## src/hckx_pkg.sv

```systemverilog
package hckx_pkg;

  localparam int unsigned CfgIdxW  = 3;
  localparam int unsigned CfgDataW = 64;
  localparam int unsigned QDepth   = 2;

  typedef enum logic [CfgIdxW-1:0] {
    REG_KEY0  = 3'd0,
    REG_KEY1  = 3'd1,
    REG_KEY2  = 3'd2,
    REG_KEY3  = 3'd3,
    REG_NONCE = 3'd4
  } cfg_reg_t;

  typedef struct packed {
    logic [7:0] data;
    logic       last;
    logic [4:0] offset;
    logic       new_block;
  } work_t;

  typedef enum logic [1:0] {
    BK_IDLE  = 2'd0,
    BK_ROUND = 2'd1,
    BK_FINAL = 2'd2,
    BK_EMIT  = 2'd3
  } bk_state_t;

  function automatic logic [31:0] rotr(input logic [31:0] x, input int unsigned n);
    rotr = (x >> n) | (x << (32 - n));
  endfunction

  function automatic logic [31:0] round_k(input logic [5:0] t);
    logic [31:0] k [64];
    k = '{
      32'h428a2f98, 32'h71374491, 32'hb5c0fbcf, 32'he9b5dba5,
      32'h3956c25b, 32'h59f111f1, 32'h923f82a4, 32'hab1c5ed5,
      32'hd807aa98, 32'h12835b01, 32'h243185be, 32'h550c7dc3,
      32'h72be5d74, 32'h80deb1fe, 32'h9bdc06a7, 32'hc19bf174,
      32'he49b69c1, 32'hefbe4786, 32'h0fc19dc6, 32'h240ca1cc,
      32'h2de92c6f, 32'h4a7484aa, 32'h5cb0a9dc, 32'h76f988da,
      32'h983e5152, 32'ha831c66d, 32'hb00327c8, 32'hbf597fc7,
      32'hc6e00bf3, 32'hd5a79147, 32'h06ca6351, 32'h14292967,
      32'h27b70a85, 32'h2e1b2138, 32'h4d2c6dfc, 32'h53380d13,
      32'h650a7354, 32'h766a0abb, 32'h81c2c92e, 32'h92722c85,
      32'ha2bfe8a1, 32'ha81a664b, 32'hc24b8b70, 32'hc76c51a3,
      32'hd192e819, 32'hd6990624, 32'hf40e3585, 32'h106aa070,
      32'h19a4c116, 32'h1e376c08, 32'h2748774c, 32'h34b0bcb5,
      32'h391c0cb3, 32'h4ed8aa4a, 32'h5b9cca4f, 32'h682e6ff3,
      32'h748f82ee, 32'h78a5636f, 32'h84c87814, 32'h8cc70208,
      32'h90befffa, 32'ha4506ceb, 32'hbef9a3f7, 32'hc67178f2};
    round_k = k[t];
  endfunction

  function automatic logic [31:0] init_h(input logic [2:0] i);
    case (i)
      3'd0: init_h = 32'h6a09e667;
      3'd1: init_h = 32'hbb67ae85;
      3'd2: init_h = 32'h3c6ef372;
      3'd3: init_h = 32'ha54ff53a;
      3'd4: init_h = 32'h510e527f;
      3'd5: init_h = 32'h9b05688c;
      3'd6: init_h = 32'h1f83d9ab;
      default: init_h = 32'h5be0cd19;
    endcase
  endfunction

endpackage

```

## src/hckx_data_if.sv

```systemverilog
interface hckx_data_if;
  logic       valid;
  logic       ready;
  logic [7:0] data_byte;
  logic       last;
  modport source(output valid, data_byte, last, input ready);
  modport sink(input valid, data_byte, last, output ready);
endinterface

```

## src/hckx_out_if.sv

```systemverilog
interface hckx_out_if;
  logic       valid;
  logic       ready;
  logic [7:0] out_byte;
  logic       out_last;
  modport source(output valid, out_byte, out_last, input ready);
  modport sink(input valid, out_byte, out_last, output ready);
endinterface

```

## src/hckx_cfg_if.sv

```systemverilog
interface hckx_cfg_if;
  logic        valid;
  logic        ready;
  logic [2:0]  index;
  logic [63:0] data;
  modport source(output valid, index, data, input ready);
  modport sink(input valid, index, data, output ready);
endinterface

```

## src/hckx_front.sv

```systemverilog
// Tracks byte offset and tags each request that opens a keystream block.
module hckx_front (
  input  logic               clk,
  input  logic               rst,
  hckx_data_if.sink          din,
  output hckx_pkg::work_t    q_wdata,
  output logic               q_push,
  input  logic               q_full
);
  import hckx_pkg::*;

  logic [4:0] offset;

  assign din.ready = !q_full;
  assign q_push    = din.valid && !q_full;

  always_comb begin
    q_wdata.data      = din.data_byte;
    q_wdata.last      = din.last;
    q_wdata.offset    = offset;
    q_wdata.new_block = (offset == 5'd0);
  end

  always_ff @(posedge clk) begin
    if (rst) begin
      offset <= '0;
    end else if (q_push) begin
      offset <= din.last ? 5'd0 : offset + 5'd1;
    end
  end

endmodule

```

## src/hckx_queue.sv

```systemverilog
module hckx_queue (
  input  logic            clk,
  input  logic            rst,
  input  hckx_pkg::work_t wdata,
  input  logic            push,
  output logic            full,
  output hckx_pkg::work_t rdata,
  output logic            empty,
  input  logic            pop
);
  import hckx_pkg::*;

  work_t      mem [QDepth];
  logic       wptr, rptr;
  logic [1:0] count;

  assign full  = (count == 2'(QDepth));
  assign empty = (count == 2'd0);
  assign rdata = mem[rptr];

  always_ff @(posedge clk) begin
    if (push) begin
      mem[wptr] <= wdata;
    end
  end

  always_ff @(posedge clk) begin
    if (rst) begin
      wptr  <= 1'b0;
      rptr  <= 1'b0;
      count <= '0;
    end else begin
      if (push) begin
        wptr <= ~wptr;
      end
      if (pop) begin
        rptr <= ~rptr;
      end
      count <= count + 2'(push) - 2'(pop);
    end
  end

  assert property (@(posedge clk) disable iff (rst) full |-> !push)
    else $error("queue overflow");
  assert property (@(posedge clk) disable iff (rst) empty |-> !pop)
    else $error("queue underflow");
  assert property (@(posedge clk) disable iff (rst) count <= 2'(QDepth))
    else $error("queue count out of range");

endmodule

```

## src/hckx_back.sv

```systemverilog
// Runs SHA-256 one round a cycle at block start, then XORs and emits.
module hckx_back (
  input  logic            clk,
  input  logic            rst,
  input  hckx_pkg::work_t q_rdata,
  input  logic            q_empty,
  output logic            q_pop,
  input  logic [255:0]    key,
  input  logic [31:0]     nonce,
  hckx_out_if.source      dout
);
  import hckx_pkg::*;

  bk_state_t   state, state_next;
  logic [31:0] counter;
  logic [31:0] w [16];
  logic [31:0] v [8];
  logic [5:0]  rnd;
  logic [255:0] ks;
  logic [7:0]  obyte;
  logic        olast;
  logic        ovalid;

  logic [31:0] wt, w_new, s0, s1, ch, maj, t1, t2, a2, a15;
  logic        start, emit_ok;

  assign emit_ok = !ovalid || dout.ready;
  assign start   = (state == BK_IDLE) && !q_empty;

  always_comb begin
    a2  = w[4'(rnd - 6'd2)];
    a15 = w[4'(rnd - 6'd15)];
    w_new = (rotr(a2, 17) ^ rotr(a2, 19) ^ (a2 >> 10)) + w[4'(rnd - 6'd7)]
          + (rotr(a15, 7) ^ rotr(a15, 18) ^ (a15 >> 3)) + w[rnd[3:0]];
    wt  = (rnd >= 6'd16) ? w_new : w[rnd[3:0]];
    s1  = rotr(v[4], 6) ^ rotr(v[4], 11) ^ rotr(v[4], 25);
    ch  = (v[4] & v[5]) ^ (~v[4] & v[6]);
    t1  = v[7] + s1 + ch + round_k(rnd) + wt;
    s0  = rotr(v[0], 2) ^ rotr(v[0], 13) ^ rotr(v[0], 22);
    maj = (v[0] & v[1]) ^ (v[0] & v[2]) ^ (v[1] & v[2]);
    t2  = s0 + maj;
  end

  always_comb begin
    state_next = state;
    q_pop      = 1'b0;
    case (state)
      BK_IDLE: begin
        if (!q_empty) begin
          state_next = q_rdata.new_block ? BK_ROUND : BK_EMIT;
        end
      end
      BK_ROUND: begin
        if (rnd == 6'd63) begin
          state_next = BK_FINAL;
        end
      end
      BK_FINAL: state_next = BK_EMIT;
      BK_EMIT: begin
        if (emit_ok) begin
          q_pop      = 1'b1;
          state_next = BK_IDLE;
        end
      end
      default: state_next = BK_IDLE;
    endcase
  end

  always_ff @(posedge clk) begin
    if (rst) begin
      state <= BK_IDLE;
    end else begin
      state <= state_next;
    end
  end

  always_ff @(posedge clk) begin
    if (rst) begin
      rnd     <= '0;
      counter <= '0;
      ovalid  <= 1'b0;
    end else begin
      if (state == BK_ROUND) begin
        rnd <= rnd + 6'd1;
      end
      if (ovalid && dout.ready) begin
        ovalid <= 1'b0;
      end
      if (q_pop) begin
        ovalid <= 1'b1;
        if (q_rdata.last) begin
          counter <= '0;
        end else if (q_rdata.offset == 5'd31) begin
          counter <= counter + 32'd1;
        end
      end
    end
  end

  always_ff @(posedge clk) begin
    if (start && q_rdata.new_block) begin
      for (int i = 0; i < 8; i++) begin
        w[i] <= key[255 - 32*i -: 32];
        v[i] <= init_h(3'(i));
      end
      w[8]  <= nonce;
      w[9]  <= counter;
      w[10] <= 32'h80000000;
      w[11] <= '0;
      w[12] <= '0;
      w[13] <= '0;
      w[14] <= '0;
      w[15] <= 32'd320;
    end else if (state == BK_ROUND) begin
      w[rnd[3:0]] <= wt;
      v[7] <= v[6];
      v[6] <= v[5];
      v[5] <= v[4];
      v[4] <= v[3] + t1;
      v[3] <= v[2];
      v[2] <= v[1];
      v[1] <= v[0];
      v[0] <= t1 + t2;
    end
    if (state == BK_FINAL) begin
      for (int i = 0; i < 8; i++) begin
        ks[255 - 32*i -: 32] <= v[i] + init_h(3'(i));
      end
    end
    if (q_pop) begin
      obyte <= q_rdata.data ^ ks[8'(255 - 8*q_rdata.offset) -: 8];
      olast <= q_rdata.last;
    end
  end

  assign dout.valid    = ovalid;
  assign dout.out_byte = obyte;
  assign dout.out_last = olast;

  assert property (@(posedge clk) disable iff (rst)
    (state == BK_ROUND) |-> !q_empty)
    else $error("hash running with no request");
  assert property (@(posedge clk) disable iff (rst)
    (state == BK_FINAL) |-> $past(rnd) == 6'd63)
    else $error("finalize before last round");
  assert property (@(posedge clk) disable iff (rst)
    q_pop |-> (state == BK_EMIT) && emit_ok)
    else $error("pop outside emit");

endmodule

```

## src/hash_counter_keystream_xor.sv

```systemverilog
// channel | dir | fields
// din     | in  | data_byte[7:0], last
// dout    | out | out_byte[7:0], out_last
// cfg     | in  | index[2:0], data[63:0]
// For a byte opening a 32-byte block the hash runs 64 SHA-256 rounds, one a cycle
// in a single round unit, then finalizes and emits; other bytes go straight to
// emit. rst is synchronous and clears offset, counter, queue, output valid, key
// and nonce. A two-entry queue parts the offset tracker from the hash; the output
// register holds while dout.ready is low.
module hash_counter_keystream_xor (
  input  logic       clk,
  input  logic       rst,
  hckx_data_if.sink  din,
  hckx_out_if.source dout,
  hckx_cfg_if.sink   cfg
);
  import hckx_pkg::*;

  logic [63:0]  key_word [4];
  logic [31:0]  nonce;
  work_t        q_wdata, q_rdata;
  logic         q_push, q_pop, q_full, q_empty;

  assign cfg.ready = 1'b1;

  always_ff @(posedge clk) begin
    if (rst) begin
      for (int i = 0; i < 4; i++) begin
        key_word[i] <= '0;
      end
      nonce <= '0;
    end else if (cfg.valid) begin
      case (cfg.index)
        REG_KEY0:  key_word[0] <= cfg.data;
        REG_KEY1:  key_word[1] <= cfg.data;
        REG_KEY2:  key_word[2] <= cfg.data;
        REG_KEY3:  key_word[3] <= cfg.data;
        REG_NONCE: nonce       <= cfg.data[31:0];
        default: ;
      endcase
    end
  end

  hckx_front u_front (
    .clk, .rst, .din, .q_wdata, .q_push, .q_full
  );

  hckx_queue u_queue (
    .clk, .rst, .wdata(q_wdata), .push(q_push), .full(q_full),
    .rdata(q_rdata), .empty(q_empty), .pop(q_pop)
  );

  hckx_back u_back (
    .clk, .rst, .q_rdata, .q_empty, .q_pop,
    .key({key_word[0], key_word[1], key_word[2], key_word[3]}),
    .nonce, .dout
  );

endmodule

```

## src/flat_wrapper.sv

```systemverilog
// flat-port wrapper written by rule: the top's interface ports become plain ports
module hash_counter_keystream_xor_flat import hckx_pkg::*;
  (clk, rst, din_valid, din_data_byte, din_last, din_ready, dout_valid, dout_out_byte, dout_out_last, dout_ready, cfg_valid, cfg_index, cfg_data, cfg_ready);
  hckx_data_if din_i ();
  hckx_out_if dout_i ();
  hckx_cfg_if cfg_i ();
  input  logic clk;
  input  logic rst;
  input wire logic [$bits(din_i.valid)-1:0] din_valid;
  input wire logic [$bits(din_i.data_byte)-1:0] din_data_byte;
  input wire logic [$bits(din_i.last)-1:0] din_last;
  output wire logic [$bits(din_i.ready)-1:0] din_ready;
  output wire logic [$bits(dout_i.valid)-1:0] dout_valid;
  output wire logic [$bits(dout_i.out_byte)-1:0] dout_out_byte;
  output wire logic [$bits(dout_i.out_last)-1:0] dout_out_last;
  input wire logic [$bits(dout_i.ready)-1:0] dout_ready;
  input wire logic [$bits(cfg_i.valid)-1:0] cfg_valid;
  input wire logic [$bits(cfg_i.index)-1:0] cfg_index;
  input wire logic [$bits(cfg_i.data)-1:0] cfg_data;
  output wire logic [$bits(cfg_i.ready)-1:0] cfg_ready;
  assign din_i.valid = din_valid;
  assign din_i.data_byte = din_data_byte;
  assign din_i.last = din_last;
  assign din_ready = din_i.ready;
  assign dout_valid = dout_i.valid;
  assign dout_out_byte = dout_i.out_byte;
  assign dout_out_last = dout_i.out_last;
  assign dout_i.ready = dout_ready;
  assign cfg_i.valid = cfg_valid;
  assign cfg_i.index = cfg_index;
  assign cfg_i.data = cfg_data;
  assign cfg_ready = cfg_i.ready;
  hash_counter_keystream_xor u_core (.clk(clk), .rst(rst), .din(din_i), .dout(dout_i), .cfg(cfg_i));
endmodule
```

## config.mk

```make
export PLATFORM = sky130hd
export DESIGN_NAME = hash_counter_keystream_xor_flat
export DESIGN_NICKNAME = d
export VERILOG_FILES = /design/src/hckx_pkg.sv /design/src/hckx_data_if.sv /design/src/hckx_out_if.sv /design/src/hckx_cfg_if.sv /design/src/hckx_front.sv /design/src/hckx_queue.sv /design/src/hckx_back.sv /design/src/hash_counter_keystream_xor.sv /design/src/flat_wrapper.sv
export SDC_FILE = /design/constraint.sdc
export NUM_CORES = 2
export LEC_CHECK = 0
export ABC_AREA = 1
export BUFFER_PORTS_ARGS = -buffer_cell sky130_fd_sc_hd__clkbuf_2
export CELL_PAD_IN_SITES_DETAIL_PLACEMENT = 1
export CELL_PAD_IN_SITES_GLOBAL_PLACEMENT = 2
export CORE_ASPECT_RATIO = 1.25
export CORE_MARGIN = 2
export CORE_UTILIZATION = 44
export DETAILED_ROUTE_END_ITERATION = 6
export PLACE_DENSITY_LB_ADDON = 0.1
export REMOVE_ABC_BUFFERS = 1
export SLEW_MARGIN = 20
export SYNTH_ARGS = -nofsm -noshare
export SYNTH_HDL_FRONTEND = slang
export SYNTH_SLANG_ARGS = --single-unit
```

## constraint.sdc

```tcl
create_clock -name clk -period 32 [get_ports clk]
set_clock_uncertainty 0.2 [all_clocks]
set_input_delay 3.2 -clock clk [delete_from_list [all_inputs] [get_ports clk]]
set_output_delay 3.2 -clock clk [all_outputs]
set_load 0.01 [all_outputs]
```

* Word level (Yosys, flattened, before mapping)
Memories as Yosys holds them, arrays and structs flattened. A register that Yosys moved wholly into a read port is not among the register bits.
Cells that the tools add are included.
** Storage, ports and cells
- Bits in writable memories :: 1054
- Input bits :: 81
- Memories :: 5
- Bits in read-only memories :: 2048
- Logic and storage cells :: 196
- Flip-flop bits (word level) :: 347
** Memory list
- (no name shown) :: depth 64, bits a word 32, rd ports 1, clocked after memory_dff 0, write ports 0, RTL line hckx_pkg.sv:52 : round_k = k[t];
- u_core.u_back.w :: depth 16, bits a word 32, rd ports 4, clocked after memory_dff 1, write ports 16, RTL line hckx_back.sv:16 : logic [31:0] w [16];
- u_core.key_word :: depth 4, bits a word 64, rd ports 4, clocked after memory_dff 0, write ports 4, RTL line hash_counter_keystream_xor.sv:19 : logic [63:0] key_word [4];
- u_core.u_back.v :: depth 8, bits a word 32, rd ports 8, clocked after memory_dff 0, write ports 8, RTL line hckx_back.sv:17 : logic [31:0] v [8];
- u_core.u_queue.mem :: depth 2, bits a word 15, rd ports 1, clocked after memory_dff 1, write ports 1, RTL line hckx_queue.sv:13 : work_t mem [QDepth];
** Operators by class
- Bitwise operators :: 43
- Muxes and demuxes :: 75
- Reduce and logical (&&, ||, !) cells :: 18
- Eq/ne operators :: 13
- Order comparisons :: 2
- Shifts and indexed selects :: 1
- Add/subtract/negate cells :: 27
** Operators with widths (count)
- 32-bit two-way mux :: 30
- 32-bit adder :: 18
- 32-bit XOR :: 9
- 263-bit by 9-bit variable part select with 8-bit output :: 1
- 64-bit two-way mux :: 4
- 32-bit bitwise AND :: 5
- 32-bit by 1-bit adder with 32-bit output, second input constant :: 1
- 1-bit two-way mux :: 32
- 32-bit NOT :: 1
- 10-bit by 32-bit bitwise OR with 32-bit output :: 1
- 13-bit by 32-bit bitwise OR with 32-bit output :: 1
- 14-bit by 32-bit bitwise OR with 32-bit output :: 1
- 15-bit by 32-bit bitwise OR with 32-bit output :: 1
- 19-bit by 32-bit bitwise OR with 32-bit output :: 1
- 21-bit by 32-bit bitwise OR with 32-bit output :: 1
- 25-bit by 32-bit bitwise OR with 32-bit output :: 1
- 26-bit by 32-bit bitwise OR with 32-bit output :: 1
- 30-bit by 32-bit bitwise OR with 32-bit output :: 1
- 7-bit by 32-bit bitwise OR with 32-bit output :: 1
- 32-bit OR reduction :: 1
- 32-bit by 22-bit XOR with 32-bit output :: 1
- 32-bit by 29-bit XOR with 32-bit output :: 1
- 4-bit two-way mux :: 3
- 1-bit bitwise OR :: 12
- other kinds (33) :: 50

* Logic depth before layout (Yosys ltp)
An unclocked memory read counts as a cell.
- Depth after elaboration :: 12
- Mapped depth :: 70

* Cells and area by module
A second synthesis with hierarchy kept.
** Unflattened totals
- Cells, all modules :: 10398
- Area total of the unflattened synthesis :: 89744.8 sq um
** Modules (own cells, without submodules)
- hckx_back :: cells an instance 9465, area each 77373.0 sq um, instances 1
- hash_counter_keystream_xor :: cells an instance 801, area each 10660.2 sq um, instances 1
- hckx_queue :: cells an instance 78, area each 1362.6 sq um, instances 1
- hckx_front :: cells an instance 54, area each 349.1 sq um, instances 1

* Worst setup path after synthesis
OpenSTA, ideal clock, no wires.
- Path type :: register to register
- From :: reg u_core.u_back.rnd[0]
- To :: mem u_core.u_back.v[0][31], data pin
- Path buffers :: 10
- Arrival time :: 11.275 ns
- Required time :: 31.545 ns
- Stages on the path, launching flop included :: 65
- Setup slack :: 20.271 ns
- Clock period less this slack :: 11.729 ns
- Cells stage by stage :: dfxtp_1 inv_2 buf_2 buf_4 buf_6 buf_2 buf_2 ha_1 buf_2 inv_1 buf_2 buf_2 clkbuf_1 a21oi_1 o21ai_0 nand3_1 nand3_1 o21ai_1 [29 not listed] nand3_1 nand4_1 o211ai_1 a31oi_1 o21ai_0 xor2_1 fa_1 inv_1 ha_1 inv_1 nor3_1 and2_1 a221oi_1 nand3b_1 nand2_1 nand3_1 nand2_1 nor2_1
** RTL lines
- from (decl) :: RTL line hckx_back.sv:18 : logic [5:0] rnd;
- from (signal assigned) :: RTL line hckx_back.sv:84 : rnd <= rnd + 6'd1;
- to (decl) :: RTL line hckx_back.sv:17

==> results.py <==
metrics = {
    "clock_tree": {
        "htree_levels": 4,
        "clock_sinks": 1406,
        "cts_tree": "built",
        "cts_resized": 0,
        "cts.clk_slew.worst_paths_ps": 60,
        "clk_path_buf_depth": 3,
        "cts_setup_buffers": 0,
        "numCtsBuffers": 159,
        "root_buffer": "clkbuf_16",
        "cts_hold_buf": 0,
        "worstSkewPairLatency_ps": 930,
    },
    "die": {
        "rows": 183,
        "die_h_um": 505,
        "io_pins": 93,
        "core-area_mm2": 0.199,
        "die_w_um": 405,
        "die_area_mm2": 0.204,
        "start_util": 0.444,
    },
    "final_layout": {
        "multi_input_area_mm2": 0.0398,
        "fillers": 23100,
        "area_growth_pct": 9.58,
        "drive_gt1_frac": 0.0702,
        "nNetsFinal": 10500,
        "regArea_mm2": 0.0414,
    },
    "worst_setup_path": {
        "r2r_setup_slack_ps": 16820,
        "slowest_stage": "o311ai_0",
        "timing.critical_path.mode_cell": "nand2_1",
        "required_ps": 32420,
        "startpoint_type": "flip-flop",
        "crit_path_max_incr_delay_ps": 1090,
        "critPathKind": "flip-flop to flip-flop",
        "crit_path_end_kind": "flip-flop",
        "cp_max_fo": 126,
        "arrival_ps": 15590,
    },
    "synthesis": {
        "synth_compound_area_frac": 0.173,
        "synth_common_cells": "nand2_1 (1712), edfxtp_1 (1319), inv_1 (1292)",
        "synth_top_family_by_area": "compound AO/OA/AOI/OAI gates",
        "synth_cell_type_count": 77,
        "synth_mux_area_frac": 0.00117,
        "synthXorXnorAreaFrac": 0.0517,
        "synthSimpleGateAreaFrac": 0.152,
        "ys_seq_area_frac": 0.468,
        "synth_adder_area_share": 0.0677,
        "synth_seq_cells": 1406,
        "ys.flop_type": "edfxtp_1",
        "yosys_warnings": 0,
        "synthDominantAreaCellType": "edfxtp_1",
        "synthArstFlopShare": 0,
        "synth-edff-count": 1319,
        "synth_most_common_cell": "nand2_1",
        "synth_top_area_share": 0.448,
        "syn_avg_cell_area_um2": 8.65,
        "yosys-top-cells-area": "edfxtp_1 (45%), nand2_1 (7.3%), o21ai_0 (6.6%), inv_1 (5.5%), a21oi_1 (4.7%)",
        "syn_area_mm2": 0.0884,
        "syn_inst": 10200,
    },
    "global_routing": {
        "grtUsageTotal": 0.428,
        "gr-total-overflow": 0,
        "grt_pass1_wl_um": 618000,
        "grt_max_degree": 148,
        "grt_pass1_vias": 82500,
        "antenna_found_initial": 27,
    },
    "min_path": {
        "min_path_type": "flip-flop to flip-flop",
    },
    "detailed_routing": {
        "drc": 0,
        "routed_via_density": 6.33,
        "antenna_left": 0,
        "vias": 80900,
        "dr.pass1.iters": 6,
        "first_iter_violations": 8951,
        "detail_route.wl_per_cell_um": 34.6,
        "routed_wl_um": 442000,
    },
    "timing": {
        "maxSlewViolCount": 0,
        "period_share": 0.474,
        "hold_viol": 0,
        "setup_viol": 0,
        "min_period_ps": 15180,
        "fmax_mhz": 65.9,
        "fin_setup_tns_ps": 0,
        "tightest_slew_ps": 1320,
        "max_slew_margin": 0.112,
        "rsz0062_at_grt": "false",
    },
    "place": {
        "io_buffers": 91,
        "dp_hpwl_um": 314000,
        "gp_congestion": 1.03,
    },
    "run": {
        "maxCapViolCount": 0,
    },
    "status": {
        "status": "complete, no violations",
    },
}
layout make-up:
class,count,area share
antenna,17,0.000439
clock buffer,206,0.0446
clock inverter,91,0.0115
inverter,1325,0.0516
multi-input combinational,6857,0.411
sequential,1406,0.427
tap,2590,0.0335
timing repair buffer,274,0.0201
cell families after synthesis:
| family | after synthesis |
|---|---|
| AO/OA/AOI/OAI | 2702 |
| other | 1 |
| flip-flops | 1406 |
| AND/OR/NAND/NOR | 3257 |
| XOR/XNOR | 522 |
| adder cells (fa/ha/maj) | 365 |
| multiplexers | 10 |
| buffers and inverters | 1949 |
metal layers:
metal  global-route usage  up-vias  share of wire
li1                     -    34300              -
met1                0.469    40500           0.34
met2                0.694     4449           0.47
met3               0.0826     1572          0.078
met4                0.405       18           0.11
met5                    0        -        0.00028
per-stage QoR:
step           worst slack (ps)  instances   util  area [µm²]  hold WS, ps
2_1_floorplan              7900       9588      -       85700          226
6_report                  16820      12800  0.486       96800          270
3_3_place_gp              17170      12500  0.458       91300          232
5_1_grt                   16020      12800  0.486       96800          284
3_5_place_dp              17120      12500  0.459       91400          247
4_1_cts                   17030      12700  0.486       96800          267
path summary, 6_finish.rpt:
kind | startpoint | endpoint | cells past startpoint
max reg2reg | u_core.u_back.rnd[0]$_SDFFE_PP0P_ | u_core.u_back.v[0][31]$_SDFFCE_PN0P_ | 56
min reg2reg | u_core.u_queue.rptr$_SDFFE_PP0P_ | flip-flop | 1
min | u_core.u_queue.rptr$_SDFFE_PP0P_ | flip-flop | 1
max | u_core.u_back.rnd[0]$_SDFFE_PP0P_ | u_core.u_back.v[0][31]$_SDFFCE_PN0P_ | 56
sequential cells by signal, indices dropped and copies added, names as in the netlist, 5 cells and up, named ones only:
name                         flops
u_core.u_back.rnd                6
u_core.u_back.v                256
u_core.key_word                256
u_core.u_back.counter           32
u_core.u_back.ks               256
u_core.nonce                    32
u_core.u_back.w                512
u_core.u_back.dout.out_byte      8
u_core.u_queue.mem              30
u_core.u_front.offset            5
critical path: cells and delay by family, from the launching register on:
family | cells | cell delay, ps
adder cells (fa/ha/maj) | 9 | 3950
AND/OR/NAND/NOR | 22 | 3390
AO/OA/AOI/OAI | 9 | 3080
buffers and inverters | 12 | 2590
XOR/XNOR | 4 | 1110
flip-flops | 1 | 380
cell usage in the layout, fill, tap and decap left out, drive strengths merged, types with 189 or more instances in the layout:
| cell | n |
|---|---|
| nand2 | 1721 |
| inv | 1326 |
| edfxtp | 1319 |
| o21ai | 1237 |
| nor2 | 860 |
| a21oi | 827 |
| nand3 | 478 |
| xor2 | 387 |
| clkbuf | 297 |
| fa | 189 |
Power is not shown: default switching activity piles up to over one toggle a cycle in this logic, so the estimate is an artifact.
